## src/hw/rtl/cop_pkg.sv

```systemverilog
// Shared constants for the circle octant point generator.
package cop_pkg;

  // Default coordinate width of center, radius and column.
  localparam int unsigned COORD_BITS_DEF = 10;
  // Width of the two's complement point coordinates.
  localparam int unsigned OUT_BITS       = 12;
  // Width of the stroke width field.
  localparam int unsigned WIDTH_BITS     = 8;
  // Points emitted per column.
  localparam int unsigned NUM_POINTS     = 8;
  localparam int unsigned IDX_BITS       = $clog2(NUM_POINTS);

endpackage

```

## src/hw/rtl/cop_prep.sv

```systemverilog
// Front cells: square radius and column, then bound check and radicand.
module cop_prep import cop_pkg::*; #(
  parameter int unsigned COORD_BITS = COORD_BITS_DEF
) (
  input  logic                      clk_i,
  input  logic                      rst_ni,
  input  logic                      en_i,
  input  logic                      valid_i,
  input  logic [COORD_BITS-1:0]     center_x_i,
  input  logic [COORD_BITS-1:0]     center_y_i,
  input  logic [COORD_BITS-1:0]     radius_i,
  input  logic [COORD_BITS-1:0]     column_i,
  input  logic [WIDTH_BITS-1:0]     line_width_i,
  output logic                      valid_o,
  output logic [COORD_BITS-1:0]     cx_o,
  output logic [COORD_BITS-1:0]     cy_o,
  output logic [COORD_BITS-1:0]     x_o,
  output logic [WIDTH_BITS-1:0]     w_o,
  output logic [2*COORD_BITS-1:0]   n_o
);

  localparam int unsigned NW = 2 * COORD_BITS;

  logic                  va_q;
  logic [COORD_BITS-1:0] cxa_q, cya_q, xa_q;
  logic [WIDTH_BITS-1:0] wa_q;
  logic [NW-1:0]         rr_q, xx_q;
  logic [NW:0]           xx2;

  logic                  vb_q;
  logic [COORD_BITS-1:0] cxb_q, cyb_q, xb_q;
  logic [WIDTH_BITS-1:0] wb_q;
  logic [NW-1:0]         nb_q;

  assign xx2 = {xx_q, 1'b0};

  always_ff @(posedge clk_i or negedge rst_ni) begin
    if (!rst_ni) begin
      va_q <= 1'b0;
      vb_q <= 1'b0;
    end else if (en_i) begin
      va_q <= valid_i;
      // Drop columns past the octant bound.
      vb_q <= va_q && (xx2 <= {1'b0, rr_q});
    end
  end

  always_ff @(posedge clk_i) begin
    if (en_i) begin
      cxa_q <= center_x_i;
      cya_q <= center_y_i;
      xa_q  <= column_i;
      wa_q  <= line_width_i;
      rr_q  <= NW'(radius_i) * NW'(radius_i);
      xx_q  <= NW'(column_i) * NW'(column_i);
      cxb_q <= cxa_q;
      cyb_q <= cya_q;
      xb_q  <= xa_q;
      wb_q  <= wa_q;
      nb_q  <= rr_q - xx_q;
    end
  end

  assign valid_o = vb_q;
  assign cx_o    = cxb_q;
  assign cy_o    = cyb_q;
  assign x_o     = xb_q;
  assign w_o     = wb_q;
  assign n_o     = nb_q;

endmodule

```

## src/hw/rtl/cop_sqrt_cell.sv

```systemverilog
// One root-bit cell of the square root chain.
module cop_sqrt_cell import cop_pkg::*; #(
  parameter int unsigned COORD_BITS = COORD_BITS_DEF,
  parameter int unsigned BIT        = 0
) (
  input  logic                      clk_i,
  input  logic                      rst_ni,
  input  logic                      en_i,
  input  logic                      valid_i,
  input  logic [COORD_BITS-1:0]     cx_i,
  input  logic [COORD_BITS-1:0]     cy_i,
  input  logic [COORD_BITS-1:0]     x_i,
  input  logic [WIDTH_BITS-1:0]     w_i,
  input  logic [2*COORD_BITS-1:0]   n_i,
  input  logic [COORD_BITS-1:0]     s_i,
  input  logic [2*COORD_BITS-1:0]   sq_i,
  output logic                      valid_o,
  output logic [COORD_BITS-1:0]     cx_o,
  output logic [COORD_BITS-1:0]     cy_o,
  output logic [COORD_BITS-1:0]     x_o,
  output logic [WIDTH_BITS-1:0]     w_o,
  output logic [2*COORD_BITS-1:0]   n_o,
  output logic [COORD_BITS-1:0]     s_o,
  output logic [2*COORD_BITS-1:0]   sq_o
);

  localparam int unsigned NW = 2 * COORD_BITS;

  logic [NW:0]           cand;
  logic                  fits;
  logic                  v_q;
  logic [COORD_BITS-1:0] cx_q, cy_q, x_q, s_q;
  logic [WIDTH_BITS-1:0] w_q;
  logic [NW-1:0]         n_q, sq_q;

  // (s + 2^b)^2 = s^2 + s*2^(b+1) + 2^(2b)
  assign cand = {1'b0, sq_i} + ((NW+1)'(s_i) << (BIT + 1)) + ((NW+1)'(1) << (2 * BIT));
  assign fits = (cand <= {1'b0, n_i});

  always_ff @(posedge clk_i or negedge rst_ni) begin
    if (!rst_ni) begin
      v_q <= 1'b0;
    end else if (en_i) begin
      v_q <= valid_i;
    end
  end

  always_ff @(posedge clk_i) begin
    if (en_i) begin
      cx_q <= cx_i;
      cy_q <= cy_i;
      x_q  <= x_i;
      w_q  <= w_i;
      n_q  <= n_i;
      s_q  <= fits ? (s_i | (COORD_BITS'(1) << BIT)) : s_i;
      sq_q <= fits ? cand[NW-1:0] : sq_i;
    end
  end

  assign valid_o = v_q;
  assign cx_o    = cx_q;
  assign cy_o    = cy_q;
  assign x_o     = x_q;
  assign w_o     = w_q;
  assign n_o     = n_q;
  assign s_o     = s_q;
  assign sq_o    = sq_q;

endmodule

```

## src/hw/rtl/cop_emitter.sv

```systemverilog
// Output cell: round the root and step through the eight symmetric points.
module cop_emitter import cop_pkg::*; #(
  parameter int unsigned COORD_BITS = COORD_BITS_DEF
) (
  input  logic                      clk_i,
  input  logic                      rst_ni,
  input  logic                      valid_i,
  input  logic [COORD_BITS-1:0]     cx_i,
  input  logic [COORD_BITS-1:0]     cy_i,
  input  logic [COORD_BITS-1:0]     x_i,
  input  logic [WIDTH_BITS-1:0]     w_i,
  input  logic [2*COORD_BITS-1:0]   n_i,
  input  logic [COORD_BITS-1:0]     s_i,
  input  logic [2*COORD_BITS-1:0]   sq_i,
  output logic                      take_o,
  output logic                      out_valid_o,
  input  logic                      out_ready_i,
  output logic signed [OUT_BITS-1:0] point_x_o,
  output logic signed [OUT_BITS-1:0] point_y_o,
  output logic [WIDTH_BITS-1:0]     width_out_o,
  output logic                      last_o
);

  localparam int unsigned NW = 2 * COORD_BITS;

  typedef enum logic [IDX_BITS-1:0] {
    P_YN_X = 3'd0,
    P_XN_Y = 3'd1,
    P_NX_NY = 3'd2,
    P_NY_NX = 3'd3,
    P_NY_X = 3'd4,
    P_NX_Y = 3'd5,
    P_X_Y = 3'd6,
    P_Y_X = 3'd7
  } point_e;

  logic                  busy_q;
  point_e                idx_q;
  logic [OUT_BITS-1:0]   cx_q, cy_q, x_q, y_q;
  logic [WIDTH_BITS-1:0] w_q;
  logic [NW-1:0]         rem;
  logic [COORD_BITS:0]   y_round;
  logic                  is_last;
  logic                  load;

  // Round half up: bump the floor root when the remainder exceeds it.
  assign rem     = n_i - sq_i;
  assign y_round = (rem > NW'(s_i)) ? ({1'b0, s_i} + (COORD_BITS+1)'(1)) : {1'b0, s_i};

  assign is_last = (idx_q == P_Y_X);
  assign take_o  = !busy_q || (out_ready_i && is_last);
  assign load    = valid_i && take_o;

  always_ff @(posedge clk_i or negedge rst_ni) begin
    if (!rst_ni) begin
      busy_q <= 1'b0;
      idx_q  <= P_YN_X;
    end else if (load) begin
      busy_q <= 1'b1;
      idx_q  <= P_YN_X;
    end else if (busy_q && out_ready_i) begin
      busy_q <= !is_last;
      idx_q  <= point_e'(idx_q + IDX_BITS'(1));
    end
  end

  always_ff @(posedge clk_i) begin
    if (load) begin
      cx_q <= OUT_BITS'(cx_i);
      cy_q <= OUT_BITS'(cy_i);
      x_q  <= OUT_BITS'(x_i);
      y_q  <= OUT_BITS'(y_round);
      w_q  <= w_i;
    end
  end

  always_comb begin
    case (idx_q)
      P_YN_X: begin
        point_x_o = cx_q + y_q;
        point_y_o = cy_q - x_q;
      end
      P_XN_Y: begin
        point_x_o = cx_q + x_q;
        point_y_o = cy_q - y_q;
      end
      P_NX_NY: begin
        point_x_o = cx_q - x_q;
        point_y_o = cy_q - y_q;
      end
      P_NY_NX: begin
        point_x_o = cx_q - y_q;
        point_y_o = cy_q - x_q;
      end
      P_NY_X: begin
        point_x_o = cx_q - y_q;
        point_y_o = cy_q + x_q;
      end
      P_NX_Y: begin
        point_x_o = cx_q - x_q;
        point_y_o = cy_q + y_q;
      end
      P_X_Y: begin
        point_x_o = cx_q + x_q;
        point_y_o = cy_q + y_q;
      end
      default: begin
        point_x_o = cx_q + y_q;
        point_y_o = cy_q + x_q;
      end
    endcase
  end

  assign out_valid_o = busy_q;
  assign width_out_o = w_q;
  assign last_o      = is_last;

endmodule

```

## src/hw/rtl/circle_octant_point_generator.sv

```systemverilog
// Top level of the circle octant point generator.
//
// Usage: one input word describes one column of a circle (center, radius,
// column offset x and a stroke width). When 2*x*x <= r*r the block finds
// y = round(sqrt(r*r - x*x)), halves rounded up, and sends eight output
// words, the symmetric points of that column, with last set on the eighth.
// A column past the octant bound yields no output words at all.
//
// Structure: two front cells square r and x and form the radicand, then a
// chain of COORD_BITS root cells, one root bit each, then an output cell
// that rounds and steps through the eight points.
// Path: a column's word passes the two front cells and the root chain, and
// its first point shows once the output cell has loaded it.
// Output: the single output channel carries eight points per column, so the
// output cell loads the next column only as the last point is taken; input
// words are taken back to back while the chain has room.
// Stall: when the receiver holds out_ready_i low, hold the current point
// and freeze the whole chain once its tail word waits; in_ready_o drops.
// Reset: clears the valid and busy flags and the point index; data is not reset.
module circle_octant_point_generator import cop_pkg::*; #(
  parameter int unsigned COORD_BITS = COORD_BITS_DEF
) (
  input  logic                       clk_i,
  input  logic                       rst_ni,
  input  logic                       in_valid_i,
  output logic                       in_ready_o,
  input  logic [COORD_BITS-1:0]      center_x_i,
  input  logic [COORD_BITS-1:0]      center_y_i,
  input  logic [COORD_BITS-1:0]      radius_i,
  input  logic [COORD_BITS-1:0]      column_i,
  input  logic [WIDTH_BITS-1:0]      line_width_i,
  output logic                       out_valid_o,
  input  logic                       out_ready_i,
  output logic signed [OUT_BITS-1:0] point_x_o,
  output logic signed [OUT_BITS-1:0] point_y_o,
  output logic [WIDTH_BITS-1:0]      width_out_o,
  output logic                       last_o
);

  localparam int unsigned NW = 2 * COORD_BITS;

  // Per-stage signals of the root chain; entry 0 feeds the first cell.
  logic                  v_c  [COORD_BITS+1];
  logic [COORD_BITS-1:0] cx_c [COORD_BITS+1];
  logic [COORD_BITS-1:0] cy_c [COORD_BITS+1];
  logic [COORD_BITS-1:0] x_c  [COORD_BITS+1];
  logic [WIDTH_BITS-1:0] w_c  [COORD_BITS+1];
  logic [NW-1:0]         n_c  [COORD_BITS+1];
  logic [COORD_BITS-1:0] s_c  [COORD_BITS+1];
  logic [NW-1:0]         sq_c [COORD_BITS+1];

  logic take;
  logic adv;

  // Advance the whole chain unless its tail word waits on the output cell.
  assign adv        = !v_c[COORD_BITS] || take;
  assign in_ready_o = adv;

  cop_prep #(
    .COORD_BITS (COORD_BITS)
  ) u_prep (
    .clk_i        (clk_i),
    .rst_ni       (rst_ni),
    .en_i         (adv),
    .valid_i      (in_valid_i),
    .center_x_i   (center_x_i),
    .center_y_i   (center_y_i),
    .radius_i     (radius_i),
    .column_i     (column_i),
    .line_width_i (line_width_i),
    .valid_o      (v_c[0]),
    .cx_o         (cx_c[0]),
    .cy_o         (cy_c[0]),
    .x_o          (x_c[0]),
    .w_o          (w_c[0]),
    .n_o          (n_c[0])
  );

  // The root search starts from zero.
  assign s_c[0]  = '0;
  assign sq_c[0] = '0;

  for (genvar i = 0; i < COORD_BITS; i++) begin : g_cell
    cop_sqrt_cell #(
      .COORD_BITS (COORD_BITS),
      .BIT        (COORD_BITS - 1 - i)
    ) u_cell (
      .clk_i   (clk_i),
      .rst_ni  (rst_ni),
      .en_i    (adv),
      .valid_i (v_c[i]),
      .cx_i    (cx_c[i]),
      .cy_i    (cy_c[i]),
      .x_i     (x_c[i]),
      .w_i     (w_c[i]),
      .n_i     (n_c[i]),
      .s_i     (s_c[i]),
      .sq_i    (sq_c[i]),
      .valid_o (v_c[i+1]),
      .cx_o    (cx_c[i+1]),
      .cy_o    (cy_c[i+1]),
      .x_o     (x_c[i+1]),
      .w_o     (w_c[i+1]),
      .n_o     (n_c[i+1]),
      .s_o     (s_c[i+1]),
      .sq_o    (sq_c[i+1])
    );
  end

  cop_emitter #(
    .COORD_BITS (COORD_BITS)
  ) u_emitter (
    .clk_i       (clk_i),
    .rst_ni      (rst_ni),
    .valid_i     (v_c[COORD_BITS]),
    .cx_i        (cx_c[COORD_BITS]),
    .cy_i        (cy_c[COORD_BITS]),
    .x_i         (x_c[COORD_BITS]),
    .w_i         (w_c[COORD_BITS]),
    .n_i         (n_c[COORD_BITS]),
    .s_i         (s_c[COORD_BITS]),
    .sq_i        (sq_c[COORD_BITS]),
    .take_o      (take),
    .out_valid_o (out_valid_o),
    .out_ready_i (out_ready_i),
    .point_x_o   (point_x_o),
    .point_y_o   (point_y_o),
    .width_out_o (width_out_o),
    .last_o      (last_o)
  );

endmodule

```

## config.mk

```make
export PLATFORM = sky130hd
export DESIGN_NAME = circle_octant_point_generator
export DESIGN_NICKNAME = d
export VERILOG_FILES = /design/src/hw/rtl/cop_pkg.sv /design/src/hw/rtl/cop_prep.sv /design/src/hw/rtl/cop_sqrt_cell.sv /design/src/hw/rtl/cop_emitter.sv /design/src/hw/rtl/circle_octant_point_generator.sv
export SDC_FILE = /design/constraint.sdc
export NUM_CORES = 1
export LEC_CHECK = 0
export BUFFER_PORTS_ARGS = -buffer_cell sky130_fd_sc_hd__buf_2
export CAP_MARGIN = 0
export CORE_MARGIN = 1
export CORE_UTILIZATION = 40
export CTS_CLUSTER_DIAMETER = 150
export DETAILED_ROUTE_END_ITERATION = 10
export GPL_ROUTABILITY_DRIVEN = 0
export SLEW_MARGIN = 30
export SYNTH_ARGS = -nofsm -noshare
export SYNTH_HDL_FRONTEND = slang
export SYNTH_SLANG_ARGS = --single-unit
```

## constraint.sdc

```tcl
create_clock -name clk_i -period 39.7 [get_ports clk_i]
set_input_delay 7.94 -clock clk_i [delete_from_list [all_inputs] [get_ports clk_i]]
set_output_delay 7.94 -clock clk_i [all_outputs]
set_load 0.02 [all_outputs]
```

# Yosys cells after proc, flatten, opt, wreduce, memory -nomap -nowiden
# Index checks and enable logic that the tools add are counted.
# totals
elab_cells	196
ff_bits	1081
in_bits	52
output_inout_bits	35
# classes
n_eq_ne	7
addsub	30
n_lt_le_gt_ge	12
mux	18
reduce_logical	17
mul	2
# ops
operator	count
$le 21x20->1	10
$mux 20	9
$pmux 12 s3	2
$mul 10x10->20	2
$sub 20x20->20	2
$add 10x11->12	2
$sub 10x11->12	2
$add 10x10->11	2
$sub 10x10->11	2
$add 20x11->21	1
$add 20x12->21	1
$add 20x13->21	1
$add 20x14->21	1
$add 20x15->21	1
$add 20x16->21	1
$add 20x17->21	1
$add 20x18->21	1
$add 20x19->21	1
$add 21x1->21 const B	1
$add 21x11->21 const B	1
$add 21x13->21 const B	1
$add 21x15->21 const B	1
$add 21x17->21 const B	1
$add 21x3->21 const B	1
20 further kinds	38

# Depth between registers and ports, before layout
# logic_depth
word_depth	5
mapped_depth	22
depth_no_buf	21

# By module
# A second synthesis with hierarchy kept.
# unflattened
cells_unflattened	4384
area_unflattened_um2	58391.0
# by_module_without_submodules
module	seq_area_each_um2	instances	area_each_um2	cells_each
cop_prep	4043.9	1	11051.8	994
cop_emitter	1571.5	1	6585.1	752
cop_sqrt_cell at g_cell[6].u_cell	2667.6	1	4220.3	279
cop_sqrt_cell at g_cell[9].u_cell	2667.6	1	4159.0	288
cop_sqrt_cell at g_cell[8].u_cell	2667.6	1	4154.0	280
cop_sqrt_cell at g_cell[7].u_cell	2667.6	1	4145.2	272
cop_sqrt_cell at g_cell[5].u_cell	2667.6	1	4144.0	275
cop_sqrt_cell at g_cell[4].u_cell	2667.6	1	4111.4	263
cop_sqrt_cell at g_cell[3].u_cell	2667.6	1	4002.6	252
cop_sqrt_cell at g_cell[2].u_cell	2667.6	1	3977.6	243
cop_sqrt_cell at g_cell[1].u_cell	2667.6	1	3945.0	245
cop_sqrt_cell at g_cell[0].u_cell	2667.6	1	3885.0	239
circle_octant_point_generator	0.0	1	10.0	2

# Least setup slack after synthesis
# No wires, ideal clock.
# synth_timing
kind	in2out
startpoint	in out_ready_i
endpoint	out in_ready_o
stages	3
arrival_time_ns	31.911
required_ns	31.760
setup_slack_ns	-0.151
n_path_buf	1
path_cell_list	a21boi_0 nand2_1 clkbuf_1
# synth_via
elab_chain_cells	3
# synth_lines
item	line_no	rtl
start, declared	circle_octant_point_generator.sv:33	input logic out_ready_i,
$logic_and 1x1->1	cop_emitter.sv:51	assign take_o = !busy_q || (out_ready_i && is_last);
$logic_or 1x1->1	cop_emitter.sv:51	
$logic_or 1x1->1	circle_octant_point_generator.sv:56	assign adv = !v_c[COORD_BITS] || take;
end, declared	circle_octant_point_generator.sv:26	output logic in_ready_o,
# No other way between the ends.

# Worst setup path in the final report
# Same ends and word-level chain as after synthesis.

==> impl_results.md <==
- Pin count of the biggest net entering global routing: 195
- Vias: 23900
- Core area: 0.111 mm²
- Reg clk slew, reported paths: 0.06 ns
- Final period util: 0.436
- Skew-Pair Late Insertion Delay: 0.67 ns
- Hold Crit Start: g_cell[6].u_cell.w_o[3]
- Slowest CP cell: a21boi_0
- Number of CTS-inserted buffers: 95
- Final hold vios: 0
- Post-cts hold buffer count: 0
- Vias/cell: 4.86
- Placed cell area: 0.0474 mm²
- Final TNS setup: 0 ns
- DRT Pass-1 Iters: 5
- Net Sw Frac: 0.352
- Filler cells: 9801
- CP required: 31.76 ns
- Post-Syn Area: 0.0451 mm²
- Critical Path AT: 9.36 ns
- First-pass GRT wire length: 122000 µm
- Largest area contributor in the netlist: edfxtp_1
- CTS Root Cell: clkbuf_16
- # DRC: 0
- H-tree depth: 3
- Maximum operating frequency: 57.8 MHz
- Die H: 338 µm
- Cell count after synthesis: 3199
- Logic pwr share: 0.395
- Multi-input combinational cell area: 0.0156 mm²
- Rows: 122
- CP most frequent cell: buf_2
- Maxcap violations: 0
- Synthesized area per cell: 14.1 µm²
- Initial DRC Count: 1195
- Wire per inst: 15.3 µm
- Final min period: 17.30 ns
- Async S/R FF share, synth: 0.0172
- CP Launch Type: primary input
- Post-Place Setup Slack: 22.38 ns
- Worst Setup End Kind: output port
- Area share of the largest cell type after synthesis: 0.610
- Final nets: 3874
- CTS resizes: 0
- CTS tree: yes
- Worst Path Max Fanout: 25
- Routed WL: 75400 µm
- Switching Power: 1.56 mW
- Worst reg2reg path depth: 8
- Slack of the critical path: 22.40 ns
- Crit path kind: primary input to output port
- Share of layout cells above drive strength 1: 0.0950
- Sequential Power Share: 0.414
- Die Wd: 338 µm
- Distinct cell type count after synthesis: 76
- Final setup fails: 0
- Max-slew violations: 0
- Clock network fraction of total power: 0.191
- P per Cell Area: 87.8 mW/mm²
- R2r startpoint: u_emitter.idx_q[2]
- Die ar.: 0.114 mm²
- VDD IR max: 0.0490 mV
- Worst-Margin Slew: 0.876 ns
- Grt ovf: 0
- Max_slew headroom: 0.399
- Design area: 0.0505 mm²
- Vias in the first global route: 23800
- FF-to-FF End: u_prep.n_o[1]
- Post-synthesis sequential area ratio: 0.619
- Hold Crit Endpoint: g_cell[7].u_cell.w_o[3]
- Register bit total from synthesis: 932
- Synth area leaders: edfxtp_1 (61%), ha_1 (10%), fa_1 (4.5%)
- Initial Utilization: 0.405
- Most frequent cells in the layout: edfxtp_1 (916), inv_1 (385), ha_1 (359)
- Pint: 2.87 mW
- CP cell instances: buf_2 -> a21boi_0 -> nand2_4 -> buf_2
- Non-Filler Instances: 4920
- Clk sinks: 932
- Primary FF master, synth: edfxtp_1
- Setup bufs post-CTS: 0
- Routed Antenna Nets: 0
- # diodes: 0
- Gr usage total: 0.134
- Sequential Area: 0.0279 mm²
- Unrepaired setup endpoints after global routing: no
- Leak Pwr: 19.6 nW
- Synth warn: 0
- Most common cell after layout, fill and taps aside: edfxtp_1
- Number of synthesized flops with an enable pin: 916
- Inst Count DP: 4750
- Hold path cells: 0
- Worst hold slack: 0.373 ns
- DP HPWL: 54300 µm
- CP max stage delay: 0.59 ns
- Worst min-delay path class: flip-flop to flip-flop
- Num ports: 87
- Synthesis-to-layout area growth: 12.0%
- Clk_skew: 0.0437 ns
- I/O Buffers: 86
- Initial antenna violation count: 0
- Clock buffer depth: 3
- FF-to-FF setup slack: 34.54 ns
- Syn Nets: 3711
- Status: completed
## cells by family after synthesis
family          after synthesis  share of synthesized area
compound gates              514                     0.0768
xor+xnor                    199                     0.0386
fa+ha+maj                   460                      0.144
buf+inv                     421                     0.0352
flops                       932                      0.619
mux                          65                     0.0160
simple gates                608                     0.0704
## cells in the mapped netlist (all sizes together), types with 11 or more instances
cell    instances
dfrtp          16
or2            14
mux2           56
edfxtp        916
o21a           32
nand2b         27
ha            359
nor3           43
nand3          44
a211oi         15
nand4          25
a21oi         122
a31oi          33
and3           27
inv           385
clkbuf         30
or3            13
o211ai         11
a21o           71
nand2         123
o22ai          20
o21ai          76
o31ai          15
nor2          121
nor2b          45
xnor2         139
and2           72
o21bai         24
nor3b          13
fa            101
nor4           17
xor2           60
a221oi         17
## critical path, delay by kind of cell
kind,cells,cell delay [ns]
AND/OR/NAND/NOR,1,0.37
AO/OA/AOI/OAI,1,0.59
buffers and inverters,2,0.42
## sequential cells by signal (all words and copies together), names as in the netlist, 11 cells and up
register            cells
g_cell.u_cell.cy_o    100
g_cell.u_cell.w_o      80
g_cell.u_cell.cx_o    100
g_cell.u_cell.s_o      55
u_prep.n_o             20
u_prep.rr_q            19
u_emitter.y_q          11
g_cell.u_cell.n_o     200
g_cell.u_cell.x_o     100
u_prep.xx_q            19
g_cell.u_cell.sq_o     99
## worst max path at each step
stage          cells past startpoint         from          to
2_1_floorplan                      3  out_ready_i  in_ready_o
3_3_place_gp                       4  out_ready_i  in_ready_o
3_5_place_dp                       4  out_ready_i  in_ready_o
4_1_cts                            4  out_ready_i  in_ready_o
5_1_grt                            4  out_ready_i  in_ready_o
6_report                           4  out_ready_i  in_ready_o
## cell type report
type,count,area share
multi-input combinational,1846,0.310
sequential,932,0.553
tap,1488,0.0369
timing repair buffer,102,0.0129
clock buffer,114,0.0485
inverter,385,0.0286
clock inverter,53,0.0109
## stage by stage
stage	util	power [mW]
floorplan	-	3.38
global placement	0.426	3.58
detailed placement	0.426	3.61
CTS	0.453	4.49
global route	0.454	4.78
finish	0.454	4.43
## layer usage
layer	vias to the layer above	GRT usage	wire length (µm)
met1	11500	0.167	33800
met4	0	0.0540	2390
met3	129	0.0201	2220
met2	307	0.232	36900
li1	12000	-	-
met5	-	0	0
## power groups by stage
stage | logic (mW) | clock network, mW | registers (mW)
floorplan | 1.34 | 0 | 2.03
global placement | 1.73 | 0 | 1.86
detailed placement | 1.74 | 0 | 1.86
CTS | 1.76 | 0.877 | 1.85
global route | 1.99 | 0.912 | 1.88
finish | 1.75 | 0.846 | 1.84
(Power assumes the default switching activity.)
